===== src/rtl/dahp_pkg.sv =====
// Shared types, constants and helpers for the d-ary min-heap priority queue core.
package dahp_pkg;

   localparam int CAPACITY    = 256;
   localparam int MAX_ARITY   = 8;
   localparam int KEY_BITS    = 32;
   localparam int INFO_BITS   = 32;
   localparam int HANDLE_BITS = 8;
   localparam int COUNT_BITS  = 9;
   localparam int ARITY_BITS  = 4;
   localparam int INDEX_BITS  = 4;
   localparam int CHILD_BITS  = 12;
   localparam int RECIP_BITS  = 17;
   localparam int RECIP_SHIFT = 16;

   // operation kinds
   localparam logic [2:0] KIND_INSERT   = 3'd0;
   localparam logic [2:0] KIND_DECREASE = 3'd1;
   localparam logic [2:0] KIND_DELETE   = 3'd2;
   localparam logic [2:0] KIND_INFO     = 3'd3;
   localparam logic [2:0] KIND_CLEAR    = 3'd4;

   // result status codes
   localparam logic [1:0] STATUS_OK       = 2'd0;
   localparam logic [1:0] STATUS_OVERFLOW = 2'd1;
   localparam logic [1:0] STATUS_BAD_HDL  = 2'd2;
   localparam logic [1:0] STATUS_KEY_UP   = 2'd3;

   // register indexes
   localparam logic [INDEX_BITS-1:0] REG_ARITY = 4'd0;
   localparam logic [INDEX_BITS-1:0] REG_LIMIT = 4'd1;

   // one heap position: owning handle and its key
   typedef struct packed {
      logic [HANDLE_BITS-1:0] hdl;
      logic [KEY_BITS-1:0]    key;
   } entry_type;

   // operands for the shared index/compare unit
   typedef struct packed {
      logic [COUNT_BITS-1:0] pos;
      logic [ARITY_BITS-1:0] k;
      logic [KEY_BITS-1:0]   key_a;
      logic [KEY_BITS-1:0]   key_b;
   } alu_in_type;

   typedef struct packed {
      logic [COUNT_BITS-1:0] par;
      logic [CHILD_BITS-1:0] ci;
      logic [CHILD_BITS-1:0] last;
      logic                  a_gt_b;
   } alu_out_type;

   // ceil(2^16 / k); exact quotient for dividends below 256
   function automatic logic [RECIP_BITS-1:0] recip(input logic [ARITY_BITS-1:0] k);
      logic [RECIP_BITS-1:0] r;
      case (k)
         4'd3:    r = 17'd21846;
         4'd4:    r = 17'd16384;
         4'd5:    r = 17'd13108;
         4'd6:    r = 17'd10923;
         4'd7:    r = 17'd9363;
         4'd8:    r = 17'd8192;
         default: r = 17'd32768;
      endcase
      return r;
   endfunction

endpackage


===== src/rtl/dahp_alu.sv =====
// Shared unit: parent index, first/last child index and signed key compare.
module dahp_alu (
   input  dahp_pkg::alu_in_type  alu_i,
   output dahp_pkg::alu_out_type alu_o
);
   import dahp_pkg::*;

   logic [HANDLE_BITS-1:0]             x;
   logic [HANDLE_BITS+RECIP_BITS-1:0]  prod;
   logic [HANDLE_BITS-1:0]             pm1;
   logic [CHILD_BITS-1:0]              ci;

   // parent = (pos - 2) / k + 1, via reciprocal multiply
   assign x    = HANDLE_BITS'(alu_i.pos - COUNT_BITS'(2));
   assign prod = (HANDLE_BITS+RECIP_BITS)'(x) * (HANDLE_BITS+RECIP_BITS)'(recip(alu_i.k));
   assign alu_o.par = COUNT_BITS'(prod[RECIP_SHIFT +: HANDLE_BITS]) + COUNT_BITS'(1);

   // first child = (pos - 1) * k + 2, last = first + k - 1
   assign pm1 = HANDLE_BITS'(alu_i.pos - COUNT_BITS'(1));
   assign ci  = CHILD_BITS'(pm1) * CHILD_BITS'(alu_i.k) + CHILD_BITS'(2);
   assign alu_o.ci   = ci;
   assign alu_o.last = ci + CHILD_BITS'(alu_i.k) - CHILD_BITS'(1);

   // signed compare
   assign alu_o.a_gt_b = $signed(alu_i.key_a) > $signed(alu_i.key_b);

endmodule


===== config.mk =====
export PLATFORM = sky130hd
export DESIGN_NAME = dahp_alu
export DESIGN_NICKNAME = d
export VERILOG_FILES = /design/src/rtl/dahp_pkg.sv /design/src/rtl/dahp_alu.sv
export SDC_FILE = /design/constraint.sdc
export NUM_CORES = 1
export LEC_CHECK = 0
export BUFFER_PORTS_ARGS = -buffer_cell sky130_fd_sc_hd__buf_2
export CAP_MARGIN = 20
export CORE_MARGIN = 8
export CORE_UTILIZATION = 50
export DETAILED_ROUTE_END_ITERATION = 6
export PLACE_DENSITY = 0.75
export SLEW_MARGIN = 20
export SYNTH_ARGS = -nofsm -noshare
export SYNTH_HDL_FRONTEND = slang
export SYNTH_SLANG_ARGS = --single-unit
export TNS_END_PERCENT = 100

===== constraint.sdc =====
create_clock -name vclk -period 7.9
set_input_delay 1.185 -clock vclk [all_inputs]
set_output_delay 1.185 -clock vclk [all_outputs]
set_load 0.005 [all_outputs]

## After elaboration in Yosys (flattened, before gate mapping)

Cells that the tools add are included.

- Bits in registers: 0
- Output and inout port bits: 34
- Bits of input ports: 77
- Logic and storage cells: 16

- $lt $le $gt $ge: 1
- Add/subtract/negate cells: 6
- Equality and inequality tests: 6
- Multiply operators: 2
- Mux-type cells: 1

Operator list:

| operator | count |
|---|---|
| 16-bit case mux with 6 select lines | 1 |
| 32-bit > comparator | 1 |
| 8-bit by 17-bit multiplier with 24-bit output | 1 |
| 4-bit by 3-bit == test with 1-bit output (second input constant) | 4 |
| 12-bit by 2-bit adder with 12-bit output (second input constant) | 1 |
| 12-bit by 4-bit adder with 12-bit output | 1 |
| 8-bit by 4-bit multiplier with 12-bit output | 1 |
| 12-bit by 1-bit subtractor with 12-bit output (second input constant) | 1 |
| 8-bit by 1-bit adder with 9-bit output (second input constant) | 1 |
| 8-bit by 1-bit subtractor with 8-bit output (second input constant) | 1 |
| 8-bit by 2-bit subtractor with 8-bit output (second input constant) | 1 |
| 4-bit by 2-bit == test with 1-bit output (second input constant) | 1 |
| 4-bit == test (second input constant) | 1 |

## Depth between registers and ports, before layout

- Depth in word-level cells: 5
- Gate-level depth with buffers: 25
- Depth with buffers taken out: 23

## Least setup slack after synthesis

No wires, ideal clock.

- Kind: input port to output port
- Start point: input port alu_i[69] (netlist bit)
- End point: output port alu_o[32] (netlist bit)
- Data required time: 6.715 ns
- Path buffers: 2
- Stages on the path: 25
- Slack: 0.057 ns
- Arrival time: 6.658 ns
- Cells stage by stage: buf_2 inv_2 ha_1 and2_1 xor2_1 nand2_1 inv_1 fa_1 inv_1 fa_1 inv_1 fa_1 inv_1 fa_1 inv_1 ha_1 or2_2 or4_1 o211ai_2 and4b_4 and3_1 buf_6 a31o_1 a22oi_2 xnor2_1

RTL lines:

| what | RTL line | source |
|---|---|---|
| start, declared | dahp_alu.sv:3 | `input dahp_pkg::alu_in_type alu_i,` |
| end, declared | dahp_alu.sv:4 | `output dahp_pkg::alu_out_type alu_o` |

==> metrics.md <==
| Metric | Value |
|---|---|
| Status | `finished clean` |
| CTS Hold Bufs | `0` |
| Worst Setup Path Type | `in2out` |
| Final Non-Filler Cells | `approximately 1.2k` |
| Clock buf count | `0` |
| Internal power | `slightly below 600 µW` |
| Initial antenna violation count | `0` |
| Crit start category | `input pin` |
| Total Routing Usage GR | `0.204` |
| DIE AREA | `~17000 µm²` |
| Critical Path Fanout Max | `3` |
| Number of DRC markers in iteration 0 | `between 200 and 250` |
| Final core utilization | `0.671` |
| Seq Cell Count | `0` |
| Port Buf Inserts | `between 100 and 150` |
| Peak Freq | `~0.13 GHz` |
| Die Wd | `~130 µm` |
| Clock Power Share | `0` |
| Syn_nets | `1071` |
| Final Wtd Congestion | `a little under 1` |
| Post-synthesis adder-cell area fraction | `0.512` |
| PD cells | `approximately 140 nW/µm²` |
| Setup repair after global routing missed its margin | `true` |
| Worst vdd ir | `approximately 0.28 mV` |
| Largest cells by area after synthesis | `fa_1, ha_1, inv_1` |
| FP Rows | `a little over 40` |
| Combinational Power Share | `1.000` |
| Final Cycle Share | `0.984` |
| Max-cap violations | `0` |
| Die H | `129 µm` |
| Worst-Margin Slew | `approximately 560 ps` |
| Hpwl dp | `roughly 14000 µm` |
| Final Hold Fails | `0` |
| Worst EP arrival | `~6600 ps` |
| Grt ovf | `0` |
| CP required | `6710 ps` |
| Switching share of power | `0.500` |
| Drt drc | `0` |
| Final WS setup | `between 100 and 150 ps` |
| Avg Synthesized Cell Area | `roughly 8 µm²` |
| Mapped Area | `between 6000 and 7000 µm²` |
| Mapped Cells | `~800` |
| Core region area | `around 13000 µm²` |
| Power Total | `1.18 mW` |
| Sw Pwr | `between 500 and 600 µW` |
| CP endpoint kind | `primary output` |
| Final ANT Viol Nets | `0` |
| Largest net degree at the start of global routing | `13` |
| Area Overhead vs Synth | `32.4%` |
| Nets | `approximately 1.3k` |
| Largest area contributor in the netlist | `fa_1` |
| WL/cell | `~15 µm` |
| Yosys top cell area share | `0.303` |
| Vias per inst | `5.11` |
| Fraction of layout instances using a drive strength above 1 | `0.331` |
| Min-Delay Path Class | `in2out` |
| P_leak | `4.68 nW` |
| Inst Count DP | `approximately 1.1k` |
| Most frequent cells after synthesis | `inv_1, ha_1, fa_1` |
| Part of the power in registers | `0` |
| Post-synthesis mux area share | `0` |
| Post-Synth XOR/XNOR Area | `0.0696` |
| YS warnings | `0` |
| Pins Over Slew Limit | `0` |
| Tmin final | `~8000 ps` |
| Area of all sequential standard cells | `0 µm²` |
| Diode count | `0` |
| Via Count | `5967` |
| Synth Area in Simple Gates | `0.177` |
| Vias in the first global route | `roughly 6.1k` |
| Pre-CTS setup slack | `-355 ps` |
| Setup violations, final | `0` |
| Netlist cell types | `63` |
| Largest family of logic cells by synthesized area | `adder cells` |
| Slew headroom | `0.627` |
| Compound-cell area share of the yosys netlist | `0.111` |
| First-pass GRT wire length | `between 20000 and 30000 µm` |
| Seq/Total Area, Yosys | `0` |
| Setup TNS | `0 ps` |
| Initial core utilization | `0.507` |
| I/O Pins | `111` |
| Pre-antenna DRT Iters | `4` |
| Post-Route WL | `roughly 17000 µm` |
| Most frequent cell after synthesis | `inv_1` |
-- cell usage in the layout (no fill, tap or decap), drive strengths merged, types with 8 or more instances in the layout --
| master | count |
|---|---|
| buf | 221 |
| inv | 195 |
| ha | 106 |
| fa | 96 |
| nor2 | 60 |
| nand2 | 58 |
| a21oi | 26 |
| xnor2 | 24 |
| xor2 | 23 |
| and2 | 16 |
| o21ai | 15 |
| nand2b | 14 |
| nor3 | 14 |
| a21o | 12 |
| nand4 | 12 |
| nand3 | 12 |
| or3 | 11 |
| o21bai | 8 |
-- area by class of cell --
| cell class | instances | area, µm² |
|---|---|---|
| Multi-Input combinational cell | 576 | 5980 |
| Timing Repair Buffer | 222 | 1470 |
| Tap cell | 172 | 215 |
| Inverter | 197 | 744 |
| Fill cell | 1054 | 4110 |
-- worst max-delay path, cell delays in order --
cell and delay (ps):
buf_2 110, inv_2 50, ha_4 150, and2_4 130, xor2_1 130, buf_4 150
buf_4 140, nand2_4 70, inv_2 50, buf_4 130, fa_1 520, inv_2 50
fa_1 550, inv_2 40, fa_1 520, inv_1 50, fa_1 490, inv_2 60
ha_4 240, or2_4 220, or4_4 470, o211ai_2 80, and4b_4 230, and3_4 160
a31o_1 210, a22oi_2 130, xnor2_1 130, buf_2 130
-- through the flow --
step,area (µm²),hold WS (ps)
6_report,8400,2850
5_1_grt,8400,2880
4_1_cts,8020,2860
3_5_place_dp,7720,2860
3_3_place_gp,7720,2860
2_1_floorplan,6340,2620
-- worst paths after layout --
kind              startpoint         to  slack (ps)  depth (start not counted)
setup / recovery   alu_i[70]  alu_o[32]         130                         28
hold / removal     alu_i[68]   alu_o[1]        2850                          4
-- logic make-up (layout without fill, tap and decap cells) --
family / Yosys count / count (layout)
simple gates: 226 / 226
buf+inv: 216 / 419
compound gates: 100 / 100
fa+ha+maj: 202 / 202
xor+xnor: 48 / 48
-- layer usage --
metal | up-vias | GRT usage | share of wire
li1 | 2928 | - | -
met2 | 184 | 0.370 | 0.49
met4 | 0 | 0.0366 | 0.024
met1 | 2815 | 0.254 | 0.41
met3 | 40 | 0.0257 | 0.069
met5 | - | 0 | 0
-- what timing repair did --
| item | CTS | global route |
|---|---|---|
| setup endpoints to repair | 7 | 7 |
| resized for setup | 49 | 83 |
| buffers inserted | 9 | 12 |
| pin swaps | 23 | 76 |
-- power groups by stage --
stage	clock, mW	combinational (mW)	sequential [mW]
3_3_place_gp	0	1.07	0
2_1_floorplan	0	0.724	0
6_report	0	1.18	0
3_5_place_dp	0	1.09	0
4_1_cts	0	1.13	0
5_1_grt	0	1.33	0
(Power assumes the default switching activity.)
